[config.mk]
export PLATFORM = sky130hd
export DESIGN_NAME = line_follower_marker_navigator_unit
export DESIGN_NICKNAME = d
export VERILOG_FILES = /design/src/rtl/core/lfmn_pkg.sv /design/src/rtl/core/lfmn_marker.sv /design/src/rtl/core/lfmn_drive.sv /design/src/rtl/core/line_follower_marker_navigator_unit.sv
export SDC_FILE = /design/constraint.sdc
export NUM_CORES = 1
export LEC_CHECK = 0
export BUFFER_PORTS_ARGS = -buffer_cell sky130_fd_sc_hd__clkbuf_2
export CAP_MARGIN = 0
export CELL_PAD_IN_SITES_DETAIL_PLACEMENT = 2
export CELL_PAD_IN_SITES_GLOBAL_PLACEMENT = 2
export CORE_MARGIN = 5
export CORE_UTILIZATION = 35
export CTS_BUF_LIST = sky130_fd_sc_hd__clkbuf_8
export DETAILED_ROUTE_END_ITERATION = 16
export PLACE_DENSITY = 0.73
export REMOVE_ABC_BUFFERS = 1
export SYNTH_ARGS = -nofsm -noshare
export SYNTH_HDL_FRONTEND = slang
export SYNTH_SLANG_ARGS = --single-unit
[constraint.sdc]
create_clock -name clk -period 16.54 [get_ports clk]
set_clock_uncertainty 0.1 [all_clocks]
set_input_delay 2.481 -clock clk [delete_from_list [all_inputs] [get_ports clk]]
set_output_delay 2.481 -clock clk [all_outputs]
set_load 0.01 [all_outputs]
[src/rtl/core/lfmn_pkg.sv]
// ----------------------------------------------------------------------------
// lfmn_pkg
// Types and constants shared by the marker navigator modules: item payloads,
// configuration register set, navigation state and register indexes.
// ----------------------------------------------------------------------------
`default_nettype none

package lfmn_pkg;

	typedef struct packed {
		logic        far_left_seen;
		logic        left_seen;
		logic        center_seen;
		logic        right_seen;
		logic        far_right_seen;
		logic [31:0] now_seconds;
	} nav_in_t;

	typedef struct packed {
		logic signed [7:0] left_speed;
		logic signed [7:0] right_speed;
		logic              led_on;
		logic              run_finished;
		logic              edge_followed;
		logic              update_urgent;
	} nav_out_t;

	typedef struct packed {
		logic       long_route;
		logic [6:0] full_speed;
		logic [7:0] min_delay_s;
		logic [7:0] first_timeout_s;
		logic [7:0] second_timeout_s;
	} nav_cfg_t;

	// Navigation state except the marker time stamp, whose width is a parameter.
	typedef struct packed {
		logic       edge_right;
		logic [1:0] crossings;
		logic       done;
	} nav_state_t;

	localparam int unsigned CFG_IDX_BITS = 3;
	localparam int unsigned CFG_DATA_BITS = 8;

	localparam logic [CFG_IDX_BITS-1:0] REG_LONG_ROUTE     = 3'd0;
	localparam logic [CFG_IDX_BITS-1:0] REG_FULL_SPEED     = 3'd1;
	localparam logic [CFG_IDX_BITS-1:0] REG_MIN_DELAY      = 3'd2;
	localparam logic [CFG_IDX_BITS-1:0] REG_FIRST_TIMEOUT  = 3'd3;
	localparam logic [CFG_IDX_BITS-1:0] REG_SECOND_TIMEOUT = 3'd4;

	localparam logic [6:0] RST_FULL_SPEED     = 7'd20;
	localparam logic [7:0] RST_MIN_DELAY      = 8'd1;
	localparam logic [7:0] RST_FIRST_TIMEOUT  = 8'd5;
	localparam logic [7:0] RST_SECOND_TIMEOUT = 8'd20;

	localparam logic [1:0] CROSSINGS_ARMED = 2'd2;
	localparam logic [1:0] CROSSINGS_NONE  = 2'd0;

	// x / 3 for any 7-bit x equals (x * 171) >> 9.
	localparam int unsigned THIRD_MUL   = 171;
	localparam int unsigned THIRD_SHIFT = 9;

endpackage

`default_nettype wire

[src/rtl/core/lfmn_marker.sv]
// ----------------------------------------------------------------------------
// lfmn_marker
// Next-state logic for one tick: finish latch, crossing timeouts, marker
// detection that picks the followed edge, and crossing bookkeeping.
// ----------------------------------------------------------------------------
`default_nettype none

module lfmn_marker #(
	parameter int unsigned TIME_BITS = 32
) (
	input  wire lfmn_pkg::nav_cfg_t   cfg,
	input  wire lfmn_pkg::nav_state_t cur,
	input  wire [TIME_BITS-1:0]       marker_cur,
	input  wire [TIME_BITS-1:0]       now,
	input  wire                       fl,
	input  wire                       fr,
	input  wire                       fl_rise,
	input  wire                       fr_rise,
	output lfmn_pkg::nav_state_t      nxt,
	output logic [TIME_BITS-1:0]      marker_nxt
);

	logic [TIME_BITS-1:0] diff;
	logic                 too_early;
	logic [1:0]           cr_a;
	logic [1:0]           cr_b;

	assign diff = now - marker_cur;
	assign too_early = diff[TIME_BITS-1] || (diff < TIME_BITS'(cfg.min_delay_s));

	always_comb begin
		nxt = cur;
		marker_nxt = marker_cur;
		cr_a = cur.crossings;
		cr_b = cur.crossings;
		if (!cur.done) begin
			nxt.done = fl && fr;
			if (!too_early) begin
				if (cur.crossings == lfmn_pkg::CROSSINGS_ARMED &&
						diff >= TIME_BITS'(cfg.first_timeout_s)) begin
					cr_a = lfmn_pkg::CROSSINGS_NONE;
				end
				cr_b = cr_a;
				if (cr_a != lfmn_pkg::CROSSINGS_NONE &&
						diff >= TIME_BITS'(cfg.second_timeout_s)) begin
					cr_b = lfmn_pkg::CROSSINGS_NONE;
				end
				nxt.crossings = cr_b;
				if (cr_b == lfmn_pkg::CROSSINGS_NONE) begin
					// Far left wins when both far sensors see a marker.
					if (fl) begin
						nxt.edge_right = cfg.long_route;
						nxt.crossings = lfmn_pkg::CROSSINGS_ARMED;
						marker_nxt = now;
					end else if (fr) begin
						nxt.edge_right = !cfg.long_route;
						nxt.crossings = lfmn_pkg::CROSSINGS_ARMED;
						marker_nxt = now;
					end
				end else if ((fr_rise && !cur.edge_right) || (fl_rise && cur.edge_right)) begin
					nxt.crossings = cr_b - 2'd1;
					marker_nxt = now;
				end
			end
		end
	end

endmodule

`default_nettype wire

[src/rtl/core/lfmn_drive.sv]
// ----------------------------------------------------------------------------
// lfmn_drive
// Wheel speed selection: straight at full speed, or a turn with the inside
// wheel reversed at a third of full speed; zero once finished.
// ----------------------------------------------------------------------------
`default_nettype none

module lfmn_drive (
	input  wire [6:0]         full_speed,
	input  wire               stopped,
	input  wire               edge_right,
	input  wire               left_seen,
	input  wire               center_seen,
	input  wire               right_seen,
	output logic signed [7:0] left_speed,
	output logic signed [7:0] right_speed
);

	logic [15:0]       prod;
	logic [6:0]        third;
	logic signed [7:0] full;
	logic signed [7:0] back;

	assign prod = 16'(full_speed) * 16'(lfmn_pkg::THIRD_MUL);
	assign third = prod[lfmn_pkg::THIRD_SHIFT +: 7];
	assign full = {1'b0, full_speed};
	assign back = 8'sd0 - $signed({1'b0, third});

	always_comb begin
		left_speed = 8'sd0;
		right_speed = 8'sd0;
		if (!stopped) begin
			if (!edge_right) begin
				if (left_seen) begin
					left_speed = back;
					right_speed = full;
				end else if (!center_seen) begin
					left_speed = full;
					right_speed = back;
				end else begin
					left_speed = full;
					right_speed = full;
				end
			end else begin
				if (right_seen) begin
					left_speed = full;
					right_speed = back;
				end else if (!center_seen) begin
					left_speed = back;
					right_speed = full;
				end else begin
					left_speed = full;
					right_speed = full;
				end
			end
		end
	end

endmodule

`default_nettype wire

[src/rtl/core/line_follower_marker_navigator_unit.sv]
// Throughput: one tick per cycle while results are taken; an accepted tick
// waits in the input register, which feeds the marker and drive logic, and
// that logic writes the result register and the navigation state.
// A full result register that is not taken holds back the input register.
// Reset clears the navigation state, the valid flags and loads the register
// defaults (shorter path, full speed 20, delays 1, 5 and 20 seconds).
// ----------------------------------------------------------------------------
// line_follower_marker_navigator_unit
// Top level: handshakes, configuration registers, navigation state and
// result register of the line follower marker navigator.
// ----------------------------------------------------------------------------
`default_nettype none

module line_follower_marker_navigator_unit #(
	parameter int unsigned TIME_BITS = 32
) (
	input  wire                                   clk,
	input  wire                                   arst_n,
	input  wire                                   in_valid,
	output logic                                  in_ready,
	input  wire lfmn_pkg::nav_in_t                in_data,
	output logic                                  out_valid,
	input  wire                                   out_ready,
	output lfmn_pkg::nav_out_t                    out_data,
	input  wire                                   cfg_valid,
	output logic                                  cfg_ready,
	input  wire [lfmn_pkg::CFG_IDX_BITS-1:0]      cfg_index,
	input  wire [lfmn_pkg::CFG_DATA_BITS-1:0]     cfg_data
);

	lfmn_pkg::nav_cfg_t   cfg_q;
	lfmn_pkg::nav_state_t st_q;
	lfmn_pkg::nav_state_t st_nxt;
	logic [TIME_BITS-1:0] marker_q;
	logic [TIME_BITS-1:0] marker_nxt;
	logic [3:0]           prev_q;

	lfmn_pkg::nav_in_t    in_s1;
	logic                 vld_s1;
	lfmn_pkg::nav_out_t   out_q;
	logic                 out_vld_q;

	logic                 advance;
	logic [TIME_BITS-1:0] now;
	logic                 fl_rise;
	logic                 fr_rise;
	logic                 urgent;
	logic signed [7:0]    ls;
	logic signed [7:0]    rs;

	assign cfg_ready = 1'b1;
	assign advance = vld_s1 && (!out_vld_q || out_ready);
	assign in_ready = !vld_s1 || advance;
	assign out_valid = out_vld_q;
	assign out_data = out_q;

	assign now = TIME_BITS'(in_s1.now_seconds);
	// Previous bits: [0] far left, [1] left, [2] right, [3] far right.
	assign fl_rise = in_s1.far_left_seen && !prev_q[0];
	assign fr_rise = in_s1.far_right_seen && !prev_q[3];
	assign urgent = (in_s1.far_left_seen && in_s1.far_right_seen) || fl_rise || fr_rise ||
		(in_s1.left_seen != prev_q[1]) || (in_s1.right_seen != prev_q[2]);

	lfmn_marker #(
		.TIME_BITS(TIME_BITS)
	) u_marker (
		.cfg       (cfg_q),
		.cur       (st_q),
		.marker_cur(marker_q),
		.now       (now),
		.fl        (in_s1.far_left_seen),
		.fr        (in_s1.far_right_seen),
		.fl_rise   (fl_rise),
		.fr_rise   (fr_rise),
		.nxt       (st_nxt),
		.marker_nxt(marker_nxt)
	);

	lfmn_drive u_drive (
		.full_speed (cfg_q.full_speed),
		.stopped    (st_q.done),
		.edge_right (st_nxt.edge_right),
		.left_seen  (in_s1.left_seen),
		.center_seen(in_s1.center_seen),
		.right_seen (in_s1.right_seen),
		.left_speed (ls),
		.right_speed(rs)
	);

	always_ff @(posedge clk or negedge arst_n) begin
		if (!arst_n) begin
			cfg_q.long_route <= 1'b0;
			cfg_q.full_speed <= lfmn_pkg::RST_FULL_SPEED;
			cfg_q.min_delay_s <= lfmn_pkg::RST_MIN_DELAY;
			cfg_q.first_timeout_s <= lfmn_pkg::RST_FIRST_TIMEOUT;
			cfg_q.second_timeout_s <= lfmn_pkg::RST_SECOND_TIMEOUT;
		end else if (cfg_valid) begin
			case (cfg_index)
				lfmn_pkg::REG_LONG_ROUTE:     cfg_q.long_route <= cfg_data[0];
				lfmn_pkg::REG_FULL_SPEED:     cfg_q.full_speed <= cfg_data[6:0];
				lfmn_pkg::REG_MIN_DELAY:      cfg_q.min_delay_s <= cfg_data;
				lfmn_pkg::REG_FIRST_TIMEOUT:  cfg_q.first_timeout_s <= cfg_data;
				lfmn_pkg::REG_SECOND_TIMEOUT: cfg_q.second_timeout_s <= cfg_data;
				default: ;
			endcase
		end
	end

	always_ff @(posedge clk or negedge arst_n) begin
		if (!arst_n) begin
			vld_s1 <= 1'b0;
			out_vld_q <= 1'b0;
			st_q <= '0;
			marker_q <= '0;
			prev_q <= '0;
		end else begin
			if (in_ready) begin
				vld_s1 <= in_valid;
			end
			if (advance) begin
				out_vld_q <= 1'b1;
				st_q <= st_nxt;
				marker_q <= marker_nxt;
				prev_q <= {in_s1.far_right_seen, in_s1.right_seen, in_s1.left_seen,
					in_s1.far_left_seen};
			end else if (out_ready) begin
				out_vld_q <= 1'b0;
			end
		end
	end

	always_ff @(posedge clk) begin
		if (in_valid && in_ready) begin
			in_s1 <= in_data;
		end
		if (advance) begin
			out_q.left_speed <= ls;
			out_q.right_speed <= rs;
			out_q.led_on <= (st_q.crossings == lfmn_pkg::CROSSINGS_NONE);
			out_q.run_finished <= st_nxt.done;
			out_q.edge_followed <= st_nxt.edge_right;
			out_q.update_urgent <= urgent;
		end
	end

	a_crossings_range: assert property (@(posedge clk) disable iff (!arst_n)
		st_q.crossings != 2'd3)
		else $error("crossing count out of range");

	a_done_sticky: assert property (@(posedge clk) disable iff (!arst_n)
		!$fell(st_q.done))
		else $error("finish latch cleared without reset");

	a_stopped_speeds: assert property (@(posedge clk) disable iff (!arst_n)
		advance && st_q.done |=> out_q.left_speed == 8'sd0 && out_q.right_speed == 8'sd0)
		else $error("wheels driven after finish");

	a_rearm_only_to_two: assert property (@(posedge clk) disable iff (!arst_n)
		advance && st_nxt.crossings > st_q.crossings |-> st_nxt.crossings ==
		lfmn_pkg::CROSSINGS_ARMED)
		else $error("crossing count rose to a value other than armed");

	a_advance_fills_output: assert property (@(posedge clk) disable iff (!arst_n)
		advance |=> out_vld_q)
		else $error("result lost after advance");

endmodule

`default_nettype wire

# After elaboration in Yosys (flattened, before gate mapping)
# Index checks and enable logic that the tools add are counted.
word_totals:
  memories: 0
  mem_bits_ro: 0
  latchBits: 0
  elab_cells: 103
  register_bits: 131
  ramBits: 0
classes:
  muxes: 26
  n_div: 0
  n_addsub: 3
  eq_ne: 8
  shift: 0
  n_mul: 1
  n_lt_le_gt_ge: 3
  n_bitwise: 2
  n_reduce_logical: 36
op_table:
  columns: ["operator", "n"]
  rows:
  - ["$mux W32", 4]
  - ["$ge A32 B8 Y1", 2]
  - ["$mux W8", 7]
  - ["$lt A32 B8 Y1", 1]
  - ["$sub A32 B32 Y32", 1]
  - ["$mux W2", 8]
  - ["$mul A7 B8 Y15 const B", 1]
  - ["$reduce_and A2 Y1", 5]
  - ["$logic_and A1 B1 Y1", 9]
  - ["$mux W3", 3]
  - ["$logic_or A1 B1 Y1", 8]
  - ["$sub A1 B6 Y7 const A", 1]
  - ["$eq A3 B2 Y1 const B", 2]
  - ["$logic_not A1 Y1", 6]
  - ["$reduce_bool A2 Y1", 3]
  - ["$reduce_and A5 Y1", 1]
  - ["$logic_not A2 Y1", 2]
  - ["$mux W4", 1]
  - ["$eq A3 B1 Y1 const B", 1]
  - ["$eq A3 B3 Y1 const B", 1]
  - ["$logic_not A3 Y1", 1]
  - ["$mux W1", 3]
  - ["$ne A3 B3 Y1 const B", 1]
  - ["$reduce_and A3 Y1", 1]
  - ["4 further kinds", 6]

# Depth between registers and ports, before layout
depth:
  ltp_word: 17
  depth_mapped: 23
  mapped_depth_nobuf: 21

# Hierarchy
# A second synthesis with hierarchy kept.
hier_totals:
  hier_cells: 884
  hier_area_um2: 9421.5
by_module_without_submodules:
  columns: ["module", "seq_area_each_um2", "area_per_inst_um2", "instances", "cells_per_inst"]
  rows:
  - ["line_follower_marker_navigator_unit", 3572.2, 4600.7, 1, 233]
  - ["lfmn_marker", 0.0, 3399.5, 1, 466]
  - ["lfmn_drive", 0.0, 1421.4, 1, 185]

# Least setup slack after synthesis
# Ideal clock, no wire load.
synth_timing:
  path_type: "register to register"
  startpoint: "register marker_q[0]"
  endpoint: "register out_q (netlist bit out_data[4]), data pin"
  setup_slack_ps: 11206
  setup_ps: 195
  arrival_time_ps: 5039
  synth_period_minus_slack_ps: 5334
  required_ps: 16245
  stages_incl_launch_ff: 19
  cell_sequence: "dfrtp_1 ha_1 fa_1 nor2b_1 o2111ai_1 a211oi_2 nor2_1 o31ai_1 o221ai_1 or3_1 a2111o_1 or3_1 or2_1 ha_1 o211ai_2 mux2_4 buf_4 or4b_2 o311ai_0"
synth_via:
  elab_chain_len: 16
  word_cells_on_any_way: 19
  classes_between: "add/sub: 1; order compare: 3; mux: 10; reduce/logical: 5"
synth_lines:
  columns: ["item", "line_no", "rtl"]
  rows:
  - ["from (decl)", "line_follower_marker_navigator_unit.sv:34", "logic [TIME_BITS-1:0] marker_q;"]
  - ["from (signal assigned)", "line_follower_marker_navigator_unit.sv:123", "marker_q <= marker_nxt;"]
  - ["$sub A32 B32 Y32 (*)", "lfmn_marker.sv:28", "assign diff = now - marker_cur;"]
  - ["$ge A32 B8 Y1", "lfmn_marker.sv:40", "diff >= TIME_BITS'(cfg.first_timeout_s)) begin"]
  - ["$logic_and A1 B1 Y1", "lfmn_marker.sv:39", "if (cur.crossings == lfmn_pkg::CROSSINGS_ARMED &&"]
  - ["$mux W2", "lfmn_marker.sv:39", null]
  - ["$mux W2", "lfmn_marker.sv:38", "if (!too_early) begin"]
  - ["$mux W2", "lfmn_marker.sv:36", "if (!cur.done) begin"]
  - ["$reduce_bool A2 Y1", "lfmn_marker.sv:44", "if (cr_a != lfmn_pkg::CROSSINGS_NONE &&"]
  - ["$logic_and A1 B1 Y1", "lfmn_marker.sv:44", null]
  - ["$mux W2", "lfmn_marker.sv:44", null]
  - ["$mux W2", "lfmn_marker.sv:38", null]
  - ["$mux W2", "lfmn_marker.sv:36", null]
  - ["$logic_not A2 Y1", "lfmn_marker.sv:49", "if (cr_b == lfmn_pkg::CROSSINGS_NONE) begin"]
  - ["$mux W1", "lfmn_marker.sv:49", null]
  - ["$mux W3 (*)", "lfmn_marker.sv:38", null]
  - ["$mux W4 (*)", "lfmn_marker.sv:36", null]
  - ["$mux W8 (*)", "lfmn_drive.sv:33", "if (!edge_right) begin"]
  - ["to (decl)", "line_follower_marker_navigator_unit.sv:40", "lfmn_pkg::nav_out_t out_q;"]
# Every way passes the cells marked *; elsewhere a longest branch is shown, timed or not. The select of a mux whose other input is x is not followed.
# A chain may end at the register's enable or synchronous reset.

# Final worst setup path
layout_timing:
  startpoint: "register marker_q[0]"
  endpoint: "register out_q (netlist bit out_data[18]), data pin"
# The elaborated chain is that of the path after synthesis.

==> impl_results.md <==
- Port Buf Inserts: 74
- Leading cell type by number of instances after synthesis: ha_1
- Drt pass-1 iters: 4
- DR DRC count: 0
- Actual slew at the worst max-slew pin: slightly above 1 ns
- Mapped cell area: ~9000 um^2
- Status: completed
- Clock share of power: 0.166
- Async SR Flop Fraction: 0.565
- Via count: between 6k and 7k
- Unrepaired setup endpoints after global routing: false
- # hold bufs at CTS: 0
- Largest net degree at the start of global routing: between 40 and 50
- CTS sink cnt: ~130
- CTS tree: yes
- Final number of setup-violating endpoints: 0
- Drt via density: 5.36
- F_max: approximately 170 MHz
- Initial antenna violation count: 0
- Area contributors post-synth: edfxtp_1, dfrtp_1, ha_1
- NetSw: slightly below 0.0009 W
- Starting Density: 0.356
- GRT Total Usage: 0.176
- Total core area: 25300 um^2
- Crit. End Element: register
- Rel. slew slack: 0.310
- Drt total wl: between 20 and 25 mm
- First-pass GRT wire length: between 40 and 50 mm
- WL per Instance: between 15 and 20 um
- Fin crit period: 5.90 ns
- Synthesized area per cell: about 10 um^2
- Combinational Power Share: 0.600
- Critical Setup Path Class: reg2reg
- Die outline height: between 150 and 200 um
- Synth cell count leaders: ha_1, inv_1, dfrtp_1
- Gr ovfl total: 0
- Max FO, Critical Path: 21
- Req. time, crit path: approximately 17 ns
- Clk root buf: clkbuf_8
- DRT antenna net count: 0
- HPWL Detailed: between 15 and 20 mm
- Vias in the first global route: around 7.7k
- Synthesized flop and latch total: about 130
- Sequential area share after synthesis: 0.397
- Post CTS Setup Buffer Count: 0
- NumNets Final: 1109
- Switch share: 0.452
- Post-synth EDFFs: 57
- Max_cap viols: 0
- Max VDD drop: around 0.078 mV
- Worst skew pair latency: roughly 0.46 ns
- Io pins: 76
- Yosys Warn Count: 0
- Startpoint type of the worst setup path: register
- CP arrival: roughly 6.0 ns
- Most area-hungry cell type in the Yosys netlist: edfxtp_1
- # rows: 58
- Clock Path Buffers: 2
- Fin. max-slew vios: 0
- Final Power: approximately 0.0020 W
- Hold Vio Cnt, Final: 0
- Antenna cells: 0
- Leakage: between 4 and 5 nW
- DRT iter0 DRCs: roughly 270
- Final period util: 0.356
- Post-synth top area share: 0.190
- Yosys cell types: 71
- Synth-to-Final Area Change: 12.2%
- Hold Crit Class: reg2reg
- Top FF cell, synth: dfrtp_1
- Pint: between 0.001 and 0.0015 W
- CTS Buf Count: 17
- Gates resized, CTS repair: 0
- Gpl congestion: between 0.8 and 0.9
- Layout cells sized above 1: 0.187
- Footprint of the multi-input gates: around 5000 um^2
- Sum Neg Setup Slack: 0 ns
- Register area: about 3600 um^2
- Mapped Cells: 893
- Die width: 170 um
- Cell Pwr Density: 195 nW/um^2
- Fillers: ~2.8k
- Clk pin slew, worst setup/hold paths: approximately 0.090 ns
- H-tree Lvls: 4
- Die area: ~29000 um^2
- Seq pwr share: 0.234
## flip-flops by register name, indices dropped and copies added (netlist names), 4 cells and up
| register | flops |
|---|---|
| marker_q | 32 |
| in_s1 | 5 |
| out_data | 20 |
| cfg_q | 32 |
| st_q | 4 |
| now | 32 |
| prev_q | 4 |
## worst paths after layout
kind | from | slack (ns) | cells after the start | endpoint
setup / recovery | marker_q[0] | 10.64 | 17 | out_data[18]
max in group asynchronous | arst_n | 13.47 | 2 | cfg_q[3]
min in group asynchronous | arst_n | 1.85 | 1 | marker_q[20]
hold reg to reg | vld_s1 | 0.40 | 1 | out_valid
hold / removal | vld_s1 | 0.40 | 1 | out_valid
setup reg to reg | marker_q[0] | 10.64 | 17 | out_data[18]
## placed cells by master, fill, tap and decap left out, drive strengths merged, types with 16 or more instances in the layout
master | synthesis | final
mux2 | 53 | 53
ha | 91 | 91
a21o | 21 | 21
nor2 | 54 | 54
nand2 | 65 | 65
edfxtp | 57 | 57
xnor2 | 16 | 16
inv | 87 | 92
o21a | 21 | 21
o21ai | 59 | 59
dfrtp | 67 | 67
a21oi | 43 | 43
clkbuf | 24 | 91
nand2b | 26 | 26
## area by class of cell
type | instances | area share
Clock buffer | 18 | 0.0246
Tap cell | 330 | 0.0409
Clock inverter | 14 | 0.0208
Timing Repair Buffer | 77 | 0.0392
Sequential cell | 131 | 0.354
Multi-Input combinational cell | 641 | 0.488
Inverter | 87 | 0.0324
## kinds of logic (layout without fill, tap and decap cells)
logic type / count (synthesis) / in the layout / share of synthesized area
AO/OA/AOI/OAI: 216 / 216 / 0.162
AND/OR/NAND/NOR: 231 / 231 / 0.127
XOR/XNOR: 26 / 26 / 0.0253
buffers and inverters: 121 / 196 / 0.0554
flip-flops: 131 / 131 / 0.397
other: 1 / 1 / 0.000417
adder cells (fa/ha/maj): 101 / 101 / 0.149
multiplexers: 66 / 66 / 0.0830
## worst max-delay path, cell delays in order (launching register included)
cell,delay (ns)
dfrtp_1,0.39
ha_1,0.22
fa_1,0.41
nor2b_1,0.18
o2111ai_1,0.29
a211oi_2,0.40
nor2_1,0.17
o31ai_1,0.29
o221ai_1,0.16
or3_1,0.39
a2111o_1,0.44
or3_1,0.41
or2_1,0.27
ha_1,0.23
o211ai_2,0.11
mux2_4,0.43
mux2i_2,0.43
mux2_4,0.34
## through the flow
stage	worst slack, ns	std cells	cell area (um^2)	utilization	hold slack, ns
5_1_grt	10.29	1298	10100	0.399	0.417
6_report	10.64	1298	10100	0.399	0.400
4_1_cts	10.63	1298	10100	0.399	0.402
3_5_place_dp	10.61	1266	9630	0.381	0.391
3_3_place_gp	10.82	1266	9630	0.381	0.373
2_1_floorplan	11.24	859	8820	-	0.356
## routing by layer
layer / GRT usage / vias up / wire (um) / part of all wire
li1: - / 3335 / - / -
met4: 0.0410 / 0 / 232 / 0.0093
met2: 0.294 / 71 / 12000 / 0.48
met5: 0 / - / 0 / 0
met3: 0.0256 / 16 / 567 / 0.023
met1: 0.241 / 3537 / 12200 / 0.49
## power groups by stage
stage | clock network, W | registers, W | logic, W
2_1_floorplan | 0 | 0.000449 | 0.000854
3_3_place_gp | 0 | 0.000459 | 0.00112
3_5_place_dp | 0 | 0.000466 | 0.00116
4_1_cts | 0.000335 | 0.000460 | 0.00119
5_1_grt | 0.000347 | 0.000468 | 0.00133
6_report | 0.000325 | 0.000459 | 0.00118
(Power assumes the default switching activity.)
